[src/sv/attitude_angle_pid_controller_core_macros.svh]
// Assertion macros shared by the attitude controller RTL.
`ifndef ATTITUDE_ANGLE_PID_CONTROLLER_CORE_MACROS_SVH
`define ATTITUDE_ANGLE_PID_CONTROLLER_CORE_MACROS_SVH

// Same-cycle implication, checked on every rising clock edge out of reset.
`define AAPC_ASSERT_SAME(lbl, ante, cons) \
  lbl: assert property (@(posedge clk_i) disable iff (!rst_ni) (ante) |-> (cons)) \
    else $error("attitude controller check failed");

// Next-cycle implication.
`define AAPC_ASSERT_NEXT(lbl, ante, cons) \
  lbl: assert property (@(posedge clk_i) disable iff (!rst_ni) (ante) |=> (cons)) \
    else $error("attitude controller check failed");

`endif

[src/sv/aapc_pkg.sv]
// Package: types, constants and codes of the attitude PID controller.
package aapc_pkg;

  localparam int unsigned PulseW  = 12;
  localparam int unsigned DataW   = 16;
  localparam int unsigned GainW   = 16;
  localparam int unsigned CfgIdxW = 3;
  localparam int unsigned OffsW   = PulseW + 1;  // stick offset, signed
  localparam int unsigned ErrW    = 30;          // angle/rate error, Q.16
  localparam int unsigned IntegW  = 25;          // integrator, Q9.16
  localparam int unsigned ProdW   = ErrW + GainW + 1;
  localparam int unsigned AccW    = ProdW + 1;   // Q.28 sum

  localparam int unsigned StickAngleQ16 = 2621;   // 0.04 deg per us
  localparam int unsigned YawRateQ16    = 52429;  // 0.8 deg/s per us
  localparam int unsigned DtQ16         = 328;    // 0.005 s
  localparam int unsigned IntegLimit    = 9830400; // 150.0 in Q9.16
  localparam int unsigned FracShift     = 16;
  localparam int unsigned OutShift      = 24;
  localparam int unsigned RateShift     = 12;

  // Register indexes of the configuration port
  localparam logic [CfgIdxW-1:0] CfgAngleP  = 3'd0;
  localparam logic [CfgIdxW-1:0] CfgAngleI  = 3'd1;
  localparam logic [CfgIdxW-1:0] CfgAngleD  = 3'd2;
  localparam logic [CfgIdxW-1:0] CfgYawP    = 3'd3;
  localparam logic [CfgIdxW-1:0] CfgArmThr  = 3'd4;
  localparam logic [CfgIdxW-1:0] CfgStickCtr = 3'd5;

  localparam logic [GainW-1:0]  AnglePReset  = 16'd10240;
  localparam logic [GainW-1:0]  AngleIReset  = 16'd205;
  localparam logic [GainW-1:0]  AngleDReset  = 16'd614;
  localparam logic [GainW-1:0]  YawPReset    = 16'd2458;
  localparam logic [PulseW-1:0] ArmThrReset  = 12'd1050;
  localparam logic [PulseW-1:0] StickCtrReset = 12'd1500;

  typedef struct packed {
    logic [PulseW-1:0]       throttle_pulse;
    logic [PulseW-1:0]       roll_stick;
    logic [PulseW-1:0]       pitch_stick;
    logic [PulseW-1:0]       yaw_stick;
    logic signed [DataW-1:0] angle_x;
    logic signed [DataW-1:0] angle_y;
    logic signed [DataW-1:0] rate_x;
    logic signed [DataW-1:0] rate_y;
    logic signed [DataW-1:0] rate_z;
  } aapc_in_t;

  typedef struct packed {
    logic                    motors_stopped;
    logic [PulseW-1:0]       throttle_out;
    logic signed [DataW-1:0] roll_adjust;
    logic signed [DataW-1:0] pitch_adjust;
    logic signed [DataW-1:0] yaw_adjust;
  } aapc_out_t;

  typedef enum logic [1:0] {
    ST_IDLE,
    ST_RUN,
    ST_LOAD
  } state_e;

  // Steps of one lane, one per cycle
  typedef enum logic [2:0] {
    PH_OFFSET,
    PH_ERROR,
    PH_STEP,
    PH_INTEG,
    PH_PTERM,
    PH_DTERM,
    PH_ITERM,
    PH_ROUND
  } phase_e;

  typedef struct packed {
    logic   run;
    logic   clear;
    phase_e phase;
  } lane_ctrl_t;

endpackage

[src/sv/aapc_merge.sv]
// Merge stage: combines lane results into the registered output transaction.
module aapc_merge (
  input  logic                 clk_i,
  input  logic                 rst_ni,
  input  logic                 load_i,
  input  aapc_pkg::aapc_out_t  lanes_i,
  output logic                 can_load_o,
  input  logic                 out_ready_i,
  output logic                 out_valid_o,
  output aapc_pkg::aapc_out_t  out_data_o
);
  import aapc_pkg::*;

  logic      valid_q;
  aapc_out_t data_q, data_d;

  assign can_load_o = !valid_q || out_ready_i;

  // Disarmed ticks report zero adjustments
  always_comb begin
    data_d = lanes_i;
    if (lanes_i.motors_stopped) begin
      data_d.roll_adjust  = '0;
      data_d.pitch_adjust = '0;
      data_d.yaw_adjust   = '0;
    end
  end

  always_ff @(posedge clk_i or negedge rst_ni) begin
    if (!rst_ni) begin
      valid_q <= 1'b0;
    end else if (load_i && can_load_o) begin
      valid_q <= 1'b1;
    end else if (out_ready_i) begin
      valid_q <= 1'b0;
    end
  end

  always_ff @(posedge clk_i) begin
    if (load_i && can_load_o) begin
      data_q <= data_d;
    end
  end

  assign out_valid_o = valid_q;
  assign out_data_o  = data_q;

endmodule

[config.mk]
export PLATFORM = sky130hd
export DESIGN_NAME = aapc_merge
export DESIGN_NICKNAME = d
export VERILOG_FILES = /design/src/sv/attitude_angle_pid_controller_core_macros.svh /design/src/sv/aapc_pkg.sv /design/src/sv/aapc_merge.sv
export SDC_FILE = /design/constraint.sdc
export NUM_CORES = 1
export LEC_CHECK = 0
export BUFFER_PORTS_ARGS = -buffer_cell sky130_fd_sc_hd__buf_2
export CELL_PAD_IN_SITES_DETAIL_PLACEMENT = 0
export CELL_PAD_IN_SITES_GLOBAL_PLACEMENT = 1
export CORE_MARGIN = 8
export CORE_UTILIZATION = 30
export CTS_CLUSTER_DIAMETER = 50
export DETAILED_ROUTE_END_ITERATION = 8
export PLACE_DENSITY = 0.85
export SYNTH_ARGS = -nofsm -noshare
export SYNTH_HDL_FRONTEND = slang
export SYNTH_SLANG_ARGS = --single-unit
[constraint.sdc]
create_clock -name clk_i -period 2.3 [get_ports clk_i]
set_input_delay 0.46 -clock clk_i [delete_from_list [all_inputs] [get_ports clk_i]]
set_output_delay 0.46 -clock clk_i [all_outputs]
set_load 0.02 [all_outputs]
**After elaboration in Yosys (flattened, before gate mapping)**

Cells that the tools add are included.
W data, S select, Z words.

- Register bits: 62
- Bits in latches: 0
- RAM bits: 0
- ROM bits: 0
- Input port bits: 65
- Output and inout bits: 63
- Word-level logic and storage cells: 12
- Memories kept: 0

- Add/subtract/negate cells: 0
- Multiply operators: 0
- Divide/modulo/power cells: 0
- Order comparisons: 0
- Equal/unequal tests: 0
- Shift operators: 0
- Multiplexer cells: 2
- Bitwise gates (word level): 0
- Reductions and logical operators: 4

Operators by type and width:

| cell | number |
|---|---|
| $mux W1 | 2 |
| $reduce_bool A2 Y1 | 1 |
| $logic_and A1 B1 Y1 | 1 |
| $logic_not A1 Y1 | 1 |
| $logic_or A1 B1 Y1 | 1 |

**Longest topological paths before layout**

Gate-level depths: netlist (run 1).

- Depth after elaboration: 4
- Mapped depth: 3
- Gate-level depth less buffers: 2

**Worst setup path after synthesis (run 1)**

No wires, ideal clock.

- Path kind: input to register
- Start point: in out_ready_i
- End point: reg data_q (netlist bit out_data_o[0]), enable pin
- Library setup time: 0.425 ns
- Data arrival time: 2.201 ns
- Data required time: 1.875 ns
- Setup slack: -0.326 ns
- Stages on the path: 2
- Path buffers: 0
- Path through: nand2b_1 -> and2_1

- Longest elaborated chain between the ends: 2

RTL lines:

| item | RTL line | text |
|---|---|---|
| start, declared | aapc_merge.sv:8 | `input logic out_ready_i,` |
| $logic_or A1 B1 Y1 | aapc_merge.sv:17 | `assign can_load_o = !valid_q \|\| out_ready_i;` |
| $logic_and A1 B1 Y1 | aapc_merge.sv:40 | `if (load_i && can_load_o) begin` |
| end signal, assigned | aapc_merge.sv:41 | `data_q <= data_d;` |
| end, declared | aapc_merge.sv:15 | `aapc_out_t data_q, data_d;` |

Every way passes these cells.
A chain may end at the register's enable or synchronous reset.

**Worst setup path in the final report (run 1)**

- Start point: reg valid_q, in the netlist out_valid_o
- End point: out can_load_o

- Longest elaborated chain between the ends: 2

RTL lines:

| item | RTL line | text |
|---|---|---|
| start, declared | aapc_merge.sv:14 | `logic valid_q;` |
| start signal, assigned | aapc_merge.sv:31 | `valid_q <= 1'b0;` |
| start signal, assigned | aapc_merge.sv:33 | `valid_q <= 1'b1;` |
| start signal, assigned | aapc_merge.sv:35 | `valid_q <= 1'b0;` |
| $logic_not A1 Y1 | aapc_merge.sv:17 |  |
| $logic_or A1 B1 Y1 | aapc_merge.sv:17 |  |
| end, declared | aapc_merge.sv:7 | `output logic can_load_o,` |

Every way passes these cells.

==> summary.md, run 1 <==
| Metric | Value |
|---|---|
| Outcome | complete, no violations |
| P_leak | 0.00133 uW |
| Slew of the pin with the lowest slew margin | 0.355 ns |
| Sequential fraction of the synthesis area | 83.7% |
| TritonRoute pass-1 iters | 4 |
| CTS root buffer | clkbuf_8 |
| Synth Warn # | 0 |
| Syn_area_per_cell | 18.8 sq um |
| Fin. Hold Viols | 0 |
| Maximum resistive drop on vdd | 267 uV |
| CTS Sinks | 62 |
| CTS resizes | 0 |
| Nets | 319 |
| Most frequent cells in the layout | 127 x buf_2, 61 x edfxtp_1, 48 x nor2b_1, 9 x clkbuf_8, 4 x clkbuf_1 |
| Initial antenna violation count | 0 |
| Setup CP Type | reg -> out |
| Final wirelength | 5140 um |
| Slew HR | 76.3% |
| Total grt overflow | 0 |
| Final max-slew violation count | 0 |
| Setup Total Neg Slack | 0 ns |
| First-pass GRT wire length | 7840 um |
| Vias/cell | 4.04 |
| DR iter-0 viols | 30 |
| Starting density of the core | 30.8% |
| Vias | 1444 |
| Inserted Diodes | 0 |
| FF-to-FF path depth | 3 |
| Num rows | 31 |
| Power density over the cells | 750 nW/um^2 |
| Mapped Cells | 118 |
| Number of global-route vias before repair | 1623 |
| Crit share post-route | 62.0% |
| Die area | 10400 sq um |
| Synthesized area | 2220 sq um |
| Endpoints failing setup | 0 |
| Core Footprint | 7210 sq um |
| CP Launch Type | flip-flop |
| Yosys cell types | 7 |
| Total GRT Usage | 10.1% |
| Unrepaired setup endpoints after global routing | no |
| Skew-Pair Late Insertion Delay | 0.32 ns |
| Die height | 102 um |
| Total power | 2350 uW |
| CTS tree | yes |
| Max-cap viol count | 0 |
| Remaining DRCs | 0 |
| Post-synthesis register bit count | 62 |
| Worst-path fanout max | 3 |
| FMAX | 701 MHz |
| Routed Antenna Nets | 0 |
| Port Buffer Count | 127 |
| Max Buffers Root-to-Sink | 2 |
| Clock Skews | 0.00643 ns |
| Required @ worst endpoint | 1.84 ns |
| Num ports | 128 |
| Hold Path Stages | 1 |
| Largest net degree at the start of global routing | 62 |
| Setup crit end kind | output port |
| TritonCTS Buffers | 9 |
| Minimum clock period | 1.43 ns |
| Area Overhead vs Synth | 41.3% |
| Min-delay worst type | in -> reg |
| WP data arrival | 0.97 ns |
| Commonest non-fill, non-tap cell in the layout | buf_2 |
| H-tree depth | 3 |
| Routed wire per std cell | 14.4 um |
| Ratio of cells with drive above 1 in the final layout | 54.7% |
| DIE WIDTH | 102 um |
| Post-Syn Nets | 183 |
| GPL Wtd Cong | 0.699 |
| Total setup buffers inserted after CTS | 0 |
| Clock Pin Slew Worst Setup and Hold Paths | 0.06 ns |
| Fill cells | 718 |
[cell type report]
| cell class | count | area, sq um | share of cell area, % |
|---|---|---|---|
| Sequential cell | 62 | 1860 | 59.2 |
| Timing Repair Buffer | 130 | 686 | 21.9 |
| Multi-Input combinational cell | 51 | 320 | 10.2 |
| Tap cell | 99 | 124 | 3.95 |
| Clock buffer | 13 | 139 | 4.43 |
| Clock inverter | 2 | 10.0 | 0.319 |
[stage by stage]
step,worst slack (ns),cell area (sq um),utilization [%],cells,hold slack (ns)
after floorplan,0.329,2220,-,118,0.164
after global placement,0.838,2980,41.3,341,0.235
after detailed placement,0.819,2980,41.3,341,0.239
after CTS,0.842,3140,43.5,357,0.282
after global routing,0.794,3140,43.5,357,0.278
final,0.873,3140,43.5,357,0.310
[report_power, final]
group          total, uW  internal, uW  leakage, uW  switching [uW]
Sequential          1330          1320     0.000606            13.8
Combinational        279           110     0.000645             169
Clock                740           383    0.0000773             357
Total               2350          1810      0.00133             540
[timing repair]
item	CTS	global route
hold buffers	1	0
endpoints found under the setup margin	0	0
hold endpoints to repair	1	0
[logic make-up (layout without fill, tap and decap cells)]
family	after synthesis	in the layout	synth area share, %
AND/OR/NAND/NOR	51	51	14.4
buffers and inverters	5	145	1.97
flip-flops	62	62	83.7
[flip-flops by register name (all words and copies together), names as in the netlist]
| register | cells |
|---|---|
| out_data_o | 61 |
| out_valid_o | 1 |
[worst paths after layout]
check | startpoint | end | slack [ns]
setup / recovery | out_valid_o | can_load_o | 0.87
hold / removal | lanes_i[48] | out_data_o[48] | 0.31
setup reg to reg | out_valid_o | out_data_o[7] | 1.01
hold reg to reg | out_valid_o | out_valid_o | 0.54
max in group asynchronous | rst_ni | out_valid_o | 1.76
min in group asynchronous | rst_ni | out_valid_o | 0.45
[synthesized netlist by cell type]
cell type | count | area (sq um)
buf_2 | 2 | 10.0
nand2b_1 | 2 | 12.5
edfxtp_1 | 61 | 1830
and2_1 | 1 | 6.26
dfrtp_1 | 1 | 25.0
buf_6 | 3 | 33.8
nor2b_1 | 48 | 300
[per-layer routing]
metal | routed length, um | global-route usage [%] | vias up
met1 | 1890 | 10.0 | 679
met2 | 2610 | 16.9 | 72
met3 | 591 | 5.93 | 8
li1 | - | - | 685
met5 | 0 | 0 | -
met4 | 52 | 4.40 | 0
[worst max-delay path, cell delays in order (launching register included)]
cell and delay, ns:
dfrtp_1 0.38, nand2b_1 0.10, buf_2 0.17
Note: power is estimated with default switching activity, not from simulation.
==> run 2, diff against run 1 <==
Settings changed: CORE_UTILIZATION 30 to 34, PLACE_DENSITY 0.85 to 0.9.
Clock period 2.3 ns to 1.48 ns, I/O delays scaled along.
==> summary.md, run 2 (synthesized netlist as in run 1, its figures left out) <==
| Metric | Value |
|---|---|
| Min-delay worst type | in -> reg |
| Multi-input gate area | 329 sq um (+2.7%) |
| Total grt overflow | 0 (unchanged) |
| CTS tree | yes |
| Slew of the pin with the lowest slew margin | 0.205 ns (-0.150 ns) |
| Total GRT Usage | 11.3% (+1.2 points) |
| Final worst slack | 0.200 ns (-0.673 ns) |
| Port Buffer Count | 127 (unchanged) |
| Slew HR | 86.3% (+10 points) |
| Outcome | complete, no violations |
| Clock Skews | 0.00665 ns (+0.000219 ns) |
| TritonRoute pass-1 iters | 4 (unchanged) |
| Final max-slew violation count | 0 (unchanged) |
| WP data arrival | 0.98 ns (about the same) |
| Setup crit end kind | output port |
| Maximum resistive drop on vdd | 732 uV (+170%) |
| Die height | 96.8 um (-5.1%) |
| Max-cap viol count | 0 (unchanged) |
| CTS Sinks | 62 (unchanged) |
| Detail Placement HPWL | 3960 um |
| Endpoints failing setup | 0 (unchanged) |
| Num ports | 128 (unchanged) |
| Clock Pin Slew Worst Setup and Hold Paths | 0.07 ns (about the same) |
| Vias/cell | 4.28 (+5.7%) |
| First-pass GRT wire length | 8380 um (+6.9%) |
| Starting density of the core | 35.0% (+4.2 points) |
| CP Launch Type | flip-flop |
| Fin. Hold Viols | 0 (unchanged) |
| Setup CP Type | reg -> out |
| Sequential cell area | 1860 sq um (about the same) |
| H-tree depth | 3 (unchanged) |
| Area Overhead vs Synth | 45.0% |
| Minimum clock period | 1.28 ns |
| Max Buffers Root-to-Sink | 2 (unchanged) |
| DR iter-0 viols | 66 (+120%) |
| Fill cells | 568 (-21%) |
| Number of global-route vias before repair | 1613 (-0.62%) |
| Core Footprint | 6350 sq um (-12%) |
| Final wirelength | 5230 um (+1.7%) |
| Dpl ws | 0.301 ns (-0.518 ns) |
| Initial antenna violation count | 0 (unchanged) |
| Nets | 320 (+0.31%) |
| TritonCTS Buffers | 9 (unchanged) |
| Commonest non-fill, non-tap cell in the layout | buf_2 |
| Most frequent cells in the layout | 127 x buf_2, 61 x edfxtp_1, 48 x nor2b_1, 9 x clkbuf_8 |
| Unrepaired setup endpoints after global routing | no |
| Routed wire per std cell | 15.5 um (+7.7%) |
| Total power | 4230 uW (+80%) |
| Crit share post-route | 86.5% |
| Die area | 9370 sq um (-10%) |
| DIE WIDTH | 96.8 um (-5.1%) |
| GPL Wtd Cong | 0.721 (+3.2%) |
| Inserted Diodes | 0 (unchanged) |
| Num rows | 29 (-6.5%) |
| Power density over the cells | 1320 nW/um^2 (+75%) |
| Ratio of cells with drive above 1 in the final layout | 55.8% (+1.1 points) |
| Largest net degree at the start of global routing | 50 (-19%) |
| Routed Antenna Nets | 0 (unchanged) |
| Required @ worst endpoint | 1.18 ns (-0.66 ns) |
| Largest register FFs | 61 (unchanged) |
| Remaining DRCs | 0 (unchanged) |
| CTS root buffer | clkbuf_8 |
| P_leak | 0.00138 uW (+3.8%) |
| Worst-path fanout max | 3 (unchanged) |
| Vias | 1441 (-0.21%) |
| FMAX | 781 MHz |
| CTS resizes | 0 (unchanged) |
| Skew-Pair Late Insertion Delay | 0.32 ns (about the same) |
run 2: cell count changes in the layout (fill, tap and decap cells not counted), sizes merged:
cell and delta:
bufinv +3, clkbuf -2, buf +1
run 2: final cells by class:
| cell class | count | area share [%] |
|---|---|---|
| clock buffer | 11 | 4.08 |
| timing repair buffer | 131 | 21.9 |
| multi-input combinational | 51 | 10.2 |
| sequential | 62 | 57.7 |
| clock inverter | 5 | 3.03 |
| tap | 77 | 2.99 |
run 2: layer usage:
metal	vias to the layer above	part of all wire [%]	track usage, %
li1	692	-	-
met1	663	39	11.6
met2	78	49	18.4
met3	8	10	7.11
met4	0	1.4	3.67
met5	-	0	0
run 2: stage by stage:
stage               cells  hold WS (ns)  util (%)  TNS (ns)  instance area [sq um]
global placement      320        0.0703      46.9         0                   2980
floorplan             118      0.000409         -    -0.481                   2230
finish                337         0.145      50.7         0                   3220
detailed placement    320        0.0796      46.9         0                   2980
global route          337         0.115      50.7         0                   3220
CTS                   337         0.129      50.7         0                   3220
run 2: final timing paths:
check | start | to | slack [ns] | depth (start not counted)
worst max register to register | out_valid_o | out_data_o[42] | 0.29 | 3
min in group asynchronous | rst_ni | out_valid_o | 0.28 | 2
max in group asynchronous | rst_ni | out_valid_o | 1.10 | 2
worst max-delay path | out_valid_o | can_load_o | 0.20 | 2
worst min-delay path | lanes_i[52] | out_data_o[52] | 0.14 | 1
worst min register to register | out_valid_o | out_valid_o | 0.56 | 2
run 2: timing repair:
action | 4_1_cts | 5_1_grt
buffers inserted | 0 | 0
endpoints found under the hold margin | 1 | 0
hold buffers | 1 | 0
run 2: worst max-delay path, stage by stage, from the launching register on:
cell	delay, ns
dfrtp_2	0.43
nand2b_4	0.08
buf_2	0.16
run 2: report_power, final:
part | internal, uW | switching [uW] | total (uW)
Sequential | 2050 | 23.3 | 2070
Combinational | 181 | 264 | 446
Clock | 1110 | 604 | 1710
