### config.mk
export PLATFORM = sky130hd
export DESIGN_NAME = aapc_lane
export DESIGN_NICKNAME = d
export VERILOG_FILES = /design/src/sv/attitude_angle_pid_controller_core_macros.svh /design/src/sv/aapc_pkg.sv /design/src/sv/aapc_lane.sv
export SDC_FILE = /design/constraint.sdc
export NUM_CORES = 2
export LEC_CHECK = 0
export BUFFER_PORTS_ARGS = -buffer_cell sky130_fd_sc_hd__buf_4
export CORE_MARGIN = 2
export CORE_UTILIZATION = 54
export DETAILED_ROUTE_END_ITERATION = 8
export PLACE_DENSITY = 0.74
export SKIP_LAST_GASP = 1
export SYNTH_ARGS = -nofsm -noshare
export SYNTH_HDL_FRONTEND = slang
export SYNTH_SLANG_ARGS = --single-unit
### constraint.sdc
create_clock -name clk_i -period 11.82 [get_ports clk_i]
set_clock_uncertainty 0.05 [all_clocks]
set_input_delay 0.591 -clock clk_i [delete_from_list [all_inputs] [get_ports clk_i]]
set_output_delay 0.591 -clock clk_i [all_outputs]
set_load 0.05 [all_outputs]
### src/sv/attitude_angle_pid_controller_core_macros.svh
// Assertion macros shared by the attitude controller RTL.
`ifndef ATTITUDE_ANGLE_PID_CONTROLLER_CORE_MACROS_SVH
`define ATTITUDE_ANGLE_PID_CONTROLLER_CORE_MACROS_SVH

// Same-cycle implication, checked on every rising clock edge out of reset.
`define AAPC_ASSERT_SAME(lbl, ante, cons) \
  lbl: assert property (@(posedge clk_i) disable iff (!rst_ni) (ante) |-> (cons)) \
    else $error("attitude controller check failed");

// Next-cycle implication.
`define AAPC_ASSERT_NEXT(lbl, ante, cons) \
  lbl: assert property (@(posedge clk_i) disable iff (!rst_ni) (ante) |=> (cons)) \
    else $error("attitude controller check failed");

`endif

### src/sv/aapc_pkg.sv
// Package: types, constants and codes of the attitude PID controller.
package aapc_pkg;

  localparam int unsigned PulseW  = 12;
  localparam int unsigned DataW   = 16;
  localparam int unsigned GainW   = 16;
  localparam int unsigned CfgIdxW = 3;
  localparam int unsigned OffsW   = PulseW + 1;  // stick offset, signed
  localparam int unsigned ErrW    = 30;          // angle/rate error, Q.16
  localparam int unsigned IntegW  = 25;          // integrator, Q9.16
  localparam int unsigned ProdW   = ErrW + GainW + 1;
  localparam int unsigned AccW    = ProdW + 1;   // Q.28 sum

  localparam int unsigned StickAngleQ16 = 2621;   // 0.04 deg per us
  localparam int unsigned YawRateQ16    = 52429;  // 0.8 deg/s per us
  localparam int unsigned DtQ16         = 328;    // 0.005 s
  localparam int unsigned IntegLimit    = 9830400; // 150.0 in Q9.16
  localparam int unsigned FracShift     = 16;
  localparam int unsigned OutShift      = 24;
  localparam int unsigned RateShift     = 12;

  // Register indexes of the configuration port
  localparam logic [CfgIdxW-1:0] CfgAngleP  = 3'd0;
  localparam logic [CfgIdxW-1:0] CfgAngleI  = 3'd1;
  localparam logic [CfgIdxW-1:0] CfgAngleD  = 3'd2;
  localparam logic [CfgIdxW-1:0] CfgYawP    = 3'd3;
  localparam logic [CfgIdxW-1:0] CfgArmThr  = 3'd4;
  localparam logic [CfgIdxW-1:0] CfgStickCtr = 3'd5;

  localparam logic [GainW-1:0]  AnglePReset  = 16'd10240;
  localparam logic [GainW-1:0]  AngleIReset  = 16'd205;
  localparam logic [GainW-1:0]  AngleDReset  = 16'd614;
  localparam logic [GainW-1:0]  YawPReset    = 16'd2458;
  localparam logic [PulseW-1:0] ArmThrReset  = 12'd1050;
  localparam logic [PulseW-1:0] StickCtrReset = 12'd1500;

  typedef struct packed {
    logic [PulseW-1:0]       throttle_pulse;
    logic [PulseW-1:0]       roll_stick;
    logic [PulseW-1:0]       pitch_stick;
    logic [PulseW-1:0]       yaw_stick;
    logic signed [DataW-1:0] angle_x;
    logic signed [DataW-1:0] angle_y;
    logic signed [DataW-1:0] rate_x;
    logic signed [DataW-1:0] rate_y;
    logic signed [DataW-1:0] rate_z;
  } aapc_in_t;

  typedef struct packed {
    logic                    motors_stopped;
    logic [PulseW-1:0]       throttle_out;
    logic signed [DataW-1:0] roll_adjust;
    logic signed [DataW-1:0] pitch_adjust;
    logic signed [DataW-1:0] yaw_adjust;
  } aapc_out_t;

  typedef enum logic [1:0] {
    ST_IDLE,
    ST_RUN,
    ST_LOAD
  } state_e;

  // Steps of one lane, one per cycle
  typedef enum logic [2:0] {
    PH_OFFSET,
    PH_ERROR,
    PH_STEP,
    PH_INTEG,
    PH_PTERM,
    PH_DTERM,
    PH_ITERM,
    PH_ROUND
  } phase_e;

  typedef struct packed {
    logic   run;
    logic   clear;
    phase_e phase;
  } lane_ctrl_t;

endpackage

### src/sv/aapc_lane.sv
// One controller lane: error, integrator and P+I+D sum on a shared multiplier.
module aapc_lane (
  input  logic                               clk_i,
  input  logic                               rst_ni,
  input  aapc_pkg::lane_ctrl_t               ctrl_i,
  input  logic signed [aapc_pkg::DataW-1:0]  meas_i,
  input  logic signed [aapc_pkg::OffsW-1:0]  offs_i,
  input  logic        [aapc_pkg::GainW-1:0]  coef_i,
  input  logic signed [aapc_pkg::DataW-1:0]  rate_i,
  input  logic        [aapc_pkg::GainW-1:0]  kp_i,
  input  logic        [aapc_pkg::GainW-1:0]  ki_i,
  input  logic        [aapc_pkg::GainW-1:0]  kd_i,
  output logic signed [aapc_pkg::DataW-1:0]  adj_o
);
  import aapc_pkg::*;

  localparam int unsigned StepW   = ProdW - FracShift;
  localparam int unsigned SumW    = IntegW + 1;
  localparam int unsigned RndW    = AccW - OutShift;
  localparam logic signed [SumW-1:0]  SumMax  = SumW'(IntegLimit);
  localparam logic signed [SumW-1:0]  SumMin  = -SumMax;
  localparam logic signed [ProdW-1:0] StepHalf = ProdW'(1) <<< (FracShift - 1);
  localparam logic signed [AccW-1:0]  OutHalf  = AccW'(1) <<< (OutShift - 1);
  localparam logic signed [RndW-1:0]  OutMax   = RndW'((1 << (DataW - 1)) - 1);
  localparam logic signed [RndW-1:0]  OutMin   = -OutMax - RndW'(1);

  logic signed [ErrW-1:0]   err_q;
  logic signed [IntegW-1:0] integ_q, integ_d;
  logic signed [ProdW-1:0]  prod_q, mul_p, step_rnd;
  logic signed [AccW-1:0]   acc_q, acc_rnd;
  logic signed [DataW-1:0]  adj_q, adj_d;
  logic signed [ErrW-1:0]   mul_a;
  logic        [GainW-1:0]  mul_b;
  logic signed [StepW-1:0]  step;
  logic signed [SumW-1:0]   integ_sum;
  logic signed [RndW-1:0]   out_rnd;

  // Operand select for the lane multiplier
  always_comb begin
    mul_a = err_q;
    mul_b = kp_i;
    case (ctrl_i.phase)
      PH_OFFSET: begin
        mul_a = ErrW'(offs_i);
        mul_b = coef_i;
      end
      PH_STEP: begin
        mul_a = err_q;
        mul_b = GainW'(DtQ16);
      end
      PH_INTEG: begin
        mul_a = err_q;
        mul_b = kp_i;
      end
      PH_PTERM: begin
        mul_a = ErrW'(rate_i);
        mul_b = kd_i;
      end
      PH_DTERM: begin
        mul_a = ErrW'(integ_q);
        mul_b = ki_i;
      end
      default: begin
        mul_a = err_q;
        mul_b = kp_i;
      end
    endcase
  end

  assign mul_p = ProdW'(mul_a) * ProdW'(signed'({1'b0, mul_b}));

  // Integrator update: round error*dt to Q.16 and saturate
  always_comb begin
    step_rnd  = prod_q + StepHalf;
    step      = step_rnd[ProdW-1:FracShift];
    integ_sum = SumW'(integ_q) + SumW'(step);
    if (integ_sum > SumMax) begin
      integ_d = IntegW'(SumMax);
    end else if (integ_sum < SumMin) begin
      integ_d = IntegW'(SumMin);
    end else begin
      integ_d = IntegW'(integ_sum);
    end
  end

  // Output rounding from Q.28 to Q.4, saturated
  always_comb begin
    acc_rnd = acc_q + OutHalf;
    out_rnd = acc_rnd[AccW-1:OutShift];
    if (out_rnd > OutMax) begin
      adj_d = DataW'(OutMax);
    end else if (out_rnd < OutMin) begin
      adj_d = DataW'(OutMin);
    end else begin
      adj_d = DataW'(out_rnd);
    end
  end

  always_ff @(posedge clk_i or negedge rst_ni) begin
    if (!rst_ni) begin
      integ_q <= '0;
    end else if (ctrl_i.clear) begin
      integ_q <= '0;
    end else if (ctrl_i.run && ctrl_i.phase == PH_INTEG) begin
      integ_q <= integ_d;
    end
  end

  always_ff @(posedge clk_i) begin
    if (ctrl_i.run) begin
      case (ctrl_i.phase)
        PH_OFFSET: prod_q <= mul_p;
        PH_ERROR:  err_q  <= (ErrW'(meas_i) <<< RateShift) + ErrW'(prod_q);
        PH_STEP:   prod_q <= mul_p;
        PH_INTEG:  prod_q <= mul_p;
        PH_PTERM: begin
          acc_q  <= AccW'(prod_q);
          prod_q <= mul_p;
        end
        PH_DTERM: begin
          acc_q  <= acc_q + (AccW'(prod_q) <<< RateShift);
          prod_q <= mul_p;
        end
        PH_ITERM:  acc_q <= acc_q + AccW'(prod_q);
        PH_ROUND:  adj_q <= adj_d;
        default:   adj_q <= adj_q;
      endcase
    end
  end

  assign adj_o = adj_q;

endmodule

After elaboration in Yosys (flattened, before gate mapping)
Index checks and enable logic that the tools add are counted.
{"block": "word_totals", "ff_bits": 166, "out_inout_bits": 16}
{"block": "op_classes", "add_sub_neg": 6, "n_mul": 1, "order_cmp": 4, "n_eq_ne": 7, "mux": 8, "reduce_logical": 9}
{"operator": "48-bit one-hot mux with 3 select lines", "n": 1}
{"operator": "25-bit two-way mux", "n": 4}
{"operator": "30-bit one-hot mux with 3 select lines", "n": 1}
{"operator": "16-bit one-hot mux with 4 select lines", "n": 1}
{"operator": "48-bit by 25-bit adder with 48-bit output, second input constant", "n": 1}
{"operator": "48-bit by 47-bit adder with 48-bit output", "n": 1}
{"operator": "48-bit adder", "n": 1}
{"operator": "30-bit by 17-bit multiplier with 47-bit output", "n": 1}
{"operator": "42-bit by 17-bit adder with 42-bit output, second input constant", "n": 1}
{"operator": "28-bit by 30-bit adder with 30-bit output", "n": 1}
{"operator": "25-bit by 26-bit adder with 26-bit output", "n": 1}
{"operator": "26-bit by 25-bit > comparator with 1-bit output, second input constant", "n": 1}
{"operator": "26-bit by 25-bit less-than comparator with 1-bit output, second input constant", "n": 1}
{"operator": "24-bit by 16-bit > comparator with 1-bit output, second input constant", "n": 1}
{"operator": "24-bit by 16-bit less-than comparator with 1-bit output, second input constant", "n": 1}
{"operator": "16-bit two-way mux", "n": 1}
{"operator": "3-bit == test, second input constant", "n": 4}
{"operator": "2-bit AND reduction", "n": 4}
{"operator": "3-bit by 2-bit == test with 1-bit output, second input constant", "n": 2}
{"operator": "5-bit OR reduction", "n": 1}
{"operator": "3-bit by 1-bit == test with 1-bit output, second input constant", "n": 1}
{"operator": "3-bit zero test", "n": 1}
{"operator": "3-bit nonzero test", "n": 1}
{"operator": "2-bit nonzero test", "n": 1}
{"operator": "1-bit logical AND", "n": 1}

Logic depth before layout (Yosys ltp)
{"block": "depth", "depth_word": 7, "mapped_depth": 33, "ltp_nobuf": 29}

Worst setup path before layout
Ideal clock, no wire load.
{"block": "synth_timing", "kind": "in2reg", "from": "input ctrl_i[2] in the netlist's numbering", "to": "register prod_q[39] (data pin)", "setup_time_ps": 258, "t_arrival_ps": 8039, "required_ps": 11512, "slack_ps": 3473, "path_stages": 30, "cell_sequence": "clkbuf_1 > and2_1 > clkbuf_1 > clkbuf_1 > a21oi_1 > o21ai_0 > clkbuf_1 > clkbuf_1 > nand2_1 > fa_1 > inv_1 > fa_1 > fa_1 > fa_1 > fa_1 > inv_1 > fa_1 > inv_1 > ha_1 > a21o_1 > a21o_1 > a221oi_1 > o21bai_1 > a32oi_1 > o21ai_0 > a41o_1 > nand3b_1 > a31o_2 > a21oi_1 > xnor2_1"}
{"block": "synth_via", "elab_chain_cells": 3}
{"element": "start, declared", "line": "aapc_lane.sv:5", "rtl": "input aapc_pkg::lane_ctrl_t ctrl_i,"}
{"element": "3-bit == test, or another cell as far along", "line": "aapc_lane.sv:42", "rtl": "case (ctrl_i.phase)"}
{"element": "16-bit one-hot mux with 4 select lines / 30-bit one-hot mux with 3 select lines (equally long branches)", "line": "aapc_lane.sv:42"}
{"element": "30-bit by 17-bit multiplier with 47-bit output (*)", "line": "aapc_lane.sv:70", "rtl": "assign mul_p = ProdW'(mul_a) * ProdW'(signed'({1'b0, mul_b}));"}
{"element": "net mul_p[39]", "line": "aapc_lane.sv:29", "rtl": "logic signed [ProdW-1:0] prod_q, mul_p, step_rnd;"}
{"element": "end signal, assigned", "line": "aapc_lane.sv:112", "rtl": "PH_OFFSET: prod_q <= mul_p;"}
{"element": "end signal, assigned", "line": "aapc_lane.sv:114", "rtl": "PH_STEP: prod_q <= mul_p;"}
{"element": "end signal, assigned", "line": "aapc_lane.sv:115", "rtl": "PH_INTEG: prod_q <= mul_p;"}
{"element": "end, declared", "line": "aapc_lane.sv:29"}
The timed path passes the listed nets; every way through them passes the cells marked *.
A chain may end at the register's enable or synchronous reset.

Final worst setup path
{"block": "layout_timing", "from": "input ctrl_i[1] in the netlist's numbering", "to": "register prod_q[45] (data pin)"}
Same word-level chain as after synthesis.

==> results list <==
* Endpoints failing hold: 0
- The first global-routing pass estimated 146000 µm of wire.
- Multiplexer cells account for 0.952% of the synthesized area.
- Pre-antenna DRT Iters: 6
* Initial Utilization: 54.5%
- The final max-slew violation count was 0.
- Count of nets after finishing: 4365
* Die Area: 58900 µm²
- Core area: 56400 µm²
- TritonCTS clock tree: built
- The Yosys step of the flow raised 0 warnings.
- Number of different library cells in the post-synthesis netlist: 74
* Die width: 243 µm
* Routability congestion estimate from global placement: 0.987
- Post-route minimum period: 9150 ps
* Largest net degree at the start of global routing: 57
- The via count of the first global-routing pass is 25800.
* Critical Path Sink Type: flop
* Startpoint types: input port
- Vias per cell: 6.00
* DR iter-0 viols: 2762
- In this run, CTS created clock tree buffers numbering 17.
- Std-Cell Rows: 87
- Post-synthesis adder-cell area fraction: 40.0%
- In this run the remaining antenna-violating nets after routing total 0.
* Total placed instance area: 32500 µm²
- No sink is reached through more buffers than the 2 on the longest clock path.
- The worst setup path is of the in -> reg kind.
- Relative slew slack: 18.1%
- Critical path data required time: 11970 ps
- The synthesized netlist devotes 5.41% of its cell area to XOR and XNOR gates.
* Area grow syn2layout: 7.74%
* Setup violators final: 0
* Clock net sink count: 166
- Top delay family on crit path: adder cells
- Simple logic cell fraction of the synthesized area: 14.2%
* Max-capacitance violation count: 0
* Most common cell after layout, fill and taps aside: sky130_fd_sc_hd__inv_1
- The path class of the tightest hold or removal check is in -> reg.
- Counting flops with a built-in enable in the synthesized netlist gives 141.
- Total of flip-flops plus latches after synthesis: 166
- In the synthesized netlist the async set-or-reset flop fraction comes to 15.1%.
* Total routing usage reported by global routing: 32.0%
* Total number of H-tree levels: 4
- Summing the areas of all compound-gate instances in the mapped netlist gives 15.2% of the synthesized area.
- Sequential element share of the synthesized area: 15.8%
- Critical-path maximum fanout: 28
* Total negative slack: 0 ps
- The most used flip-flop cell after synthesis is sky130_fd_sc_hd__edfxtp_1.
- Initial antenna violation count: 1
- Max Clk Rate: 109 MHz
- The die is 243 µm tall.
* Share of post-route cells with drive strength above 1: 6.94%
- Final period util: 77.4%
- Library cell appearing most often on the critical path: sky130_fd_sc_hd__fa_1
* Setup repair after global routing missed its margin: false
* Post-synth design cell area: 30700 µm²
- After clock tree synthesis, the clock-pin slew on the worst setup and hold paths is 80 ps.
- The total overflow left after global routing is 0.
* Final WL: 92000 µm
* Max incr delay on CP: 1020 ps
* Finished Cell Area: 33100 µm²
- By area, the combinational part of the netlist is dominated by adder cells.
- During I/O placement, the number of pins put on the boundary was 132.
- Detail Placement HPWL: 72700 µm
- Count of port buffers added during placement: 131
* Number of remaining DRC errors: 0
- The cell sitting at the root of the clock tree is a sky130_fd_sc_hd__clkbuf_16.
* Post-Synthesis Cells: 3481
* Mean instance size in the synthesized netlist: 8.83 µm²
- Crit-path slowest cell: sky130_fd_sc_hd__a21oi_1
* Critical-path cell list: buf_4, inv_1, nand2_1, a21oi_1, nor2_1, fa_1, inv_1, fa_1, fa_1, fa_1, inv_1, fa_1, fa_1, ha_1, nand2_1, o31ai_1, a32oi_1, o21ai_0, a31o_2, a21o_1, a21oi_1, o21ai_0, xnor2_1
- In the final routed layout, each cell accounts on average for 21.3 µm.
- Fillers: 5029
- Arrival time at the worst endpoint: 9300 ps
- Across all layers, the routed design uses 25900 vias.
- The run finished with clean final reports.
* Number of inserted diodes: 0
- Counting both buffers and inverters, the worst setup path holds a total of 4.
* Clk Latency, worst-skew pair: 450 ps
- In the layout the commonest cells are sky130_fd_sc_hd__inv_1 (567), sky130_fd_sc_hd__fa_1 (465), sky130_fd_sc_hd__nand2_1 (400), sky130_fd_sc_hd__nor2_1 (337), sky130_fd_sc_hd__ha_1 (239).
- Slew of the pin with the lowest slew margin: 1220 ps
* Syn Nets: 4301
==> per-layer routing <==
layer / global-route usage (%) / wire (µm)
met1: 44.4 / 37500
met2: 49.1 / 40500
met3: 7.04 / 10200
met4: 12.6 / 3890
met5: 0 / 9
==> repair_timing <==
action                                 in CTS  in global routing
resized for setup                           0                  0
buffers inserted                            0                  0
endpoints found under the hold margin      18                  0
hold buffers                                1                  0
==> sequential cells by signal, summed over array words and instances, names as in the netlist <==
name     flops
integ_q     25
err_q       30
acc_q       48
adj_o       16
prod_q      47
==> path summary, 6_finish.rpt <==
check / from / endpoint / slack, ps / depth (start not counted)
worst max-delay path: ctrl_i[1] / prod_q[45] / 2670 / 23
worst min-delay path: ctrl_i[3] / integ_q[17] / 370 / 2
worst max register to register: integ_q[11] / prod_q[44] / 3810 / 26
worst min register to register: integ_q[4] / integ_q[4] / 490 / 1
max in group asynchronous: rst_ni / integ_q[9] / 10890 / 2
min in group asynchronous: rst_ni / integ_q[14] / 550 / 2
==> stage by stage <==
| stage | utilization, % | cells | worst slack [ps] | hold slack (ps) |
|---|---|---|---|---|
| global route | 58.7 | 4314 | 2260 | 376 |
| finish | 58.7 | 4314 | 2670 | 366 |
| CTS | 58.7 | 4314 | 2760 | 354 |
| floorplan | - | 3481 | 3470 | 245 |
| detailed placement | 57.7 | 4281 | 2300 | 479 |
| global placement | 57.7 | 4281 | 2510 | 477 |
==> cell families (layout without fill, tap and decap cells) <==
family,Yosys count,in the layout
compound gates,702,702
xor+xnor,190,190
fa+ha+maj,704,704
mux,28,28
buf+inv,692,769
flops,166,166
simple gates,999,999
==> synth_stat cells, types with 10 or more instances <==
library cell                 n  share of area [%]
sky130_fd_sc_hd__a22oi_1    33               0.81
sky130_fd_sc_hd__o21a_1     42                1.0
sky130_fd_sc_hd__and2_1     22               0.45
sky130_fd_sc_hd__o211ai_1   17               0.42
sky130_fd_sc_hd__o21ai_0   140                2.3
sky130_fd_sc_hd__nor3_1     20               0.33
sky130_fd_sc_hd__and3_1     28               0.57
sky130_fd_sc_hd__nand2_1   400                4.9
sky130_fd_sc_hd__dfrtp_1    25                2.0
sky130_fd_sc_hd__nor2b_1    31               0.63
sky130_fd_sc_hd__clkbuf_1  118                1.4
sky130_fd_sc_hd__nand2b_1   40               0.81
sky130_fd_sc_hd__edfxtp_1  141                 14
sky130_fd_sc_hd__o21ai_1    12               0.20
sky130_fd_sc_hd__fa_1      465                 30
sky130_fd_sc_hd__a211o_1    14               0.40
sky130_fd_sc_hd__a21o_1     85                2.1
sky130_fd_sc_hd__inv_1     567                6.9
sky130_fd_sc_hd__xnor2_1   124                3.5
sky130_fd_sc_hd__mux2_2     10               0.37
sky130_fd_sc_hd__a21oi_1   163                2.7
sky130_fd_sc_hd__o22ai_1    20               0.41
sky130_fd_sc_hd__a31oi_1    15               0.31
sky130_fd_sc_hd__a32o_1     16               0.52
sky130_fd_sc_hd__a22o_1     13               0.37
sky130_fd_sc_hd__xor2_1     66                1.9
sky130_fd_sc_hd__ha_1      239                9.7
sky130_fd_sc_hd__or2_2      11               0.22
sky130_fd_sc_hd__mux2i_1    18               0.59
sky130_fd_sc_hd__o21bai_1   16               0.39
sky130_fd_sc_hd__nand3_1    52               0.85
sky130_fd_sc_hd__nand4_1    22               0.45
sky130_fd_sc_hd__a211oi_1   21               0.51
sky130_fd_sc_hd__nor2_1    339                4.1
==> cell type report <==
class / count / area [µm²] / share of cell area, %
multi-input combinational: 2623 / 23300 / 70.5
timing repair buffer: 170 / 1280 / 3.86
sequential: 166 / 4860 / 14.7
tap: 756 / 946 / 2.86
clock inverter: 13 / 108 / 0.325
inverter: 567 / 2130 / 6.43
clock buffer: 19 / 454 / 1.37
Power is left out: the tool's default activity adds up to more than one toggle a clock period on the data nets, which glitch-free logic cannot reach.
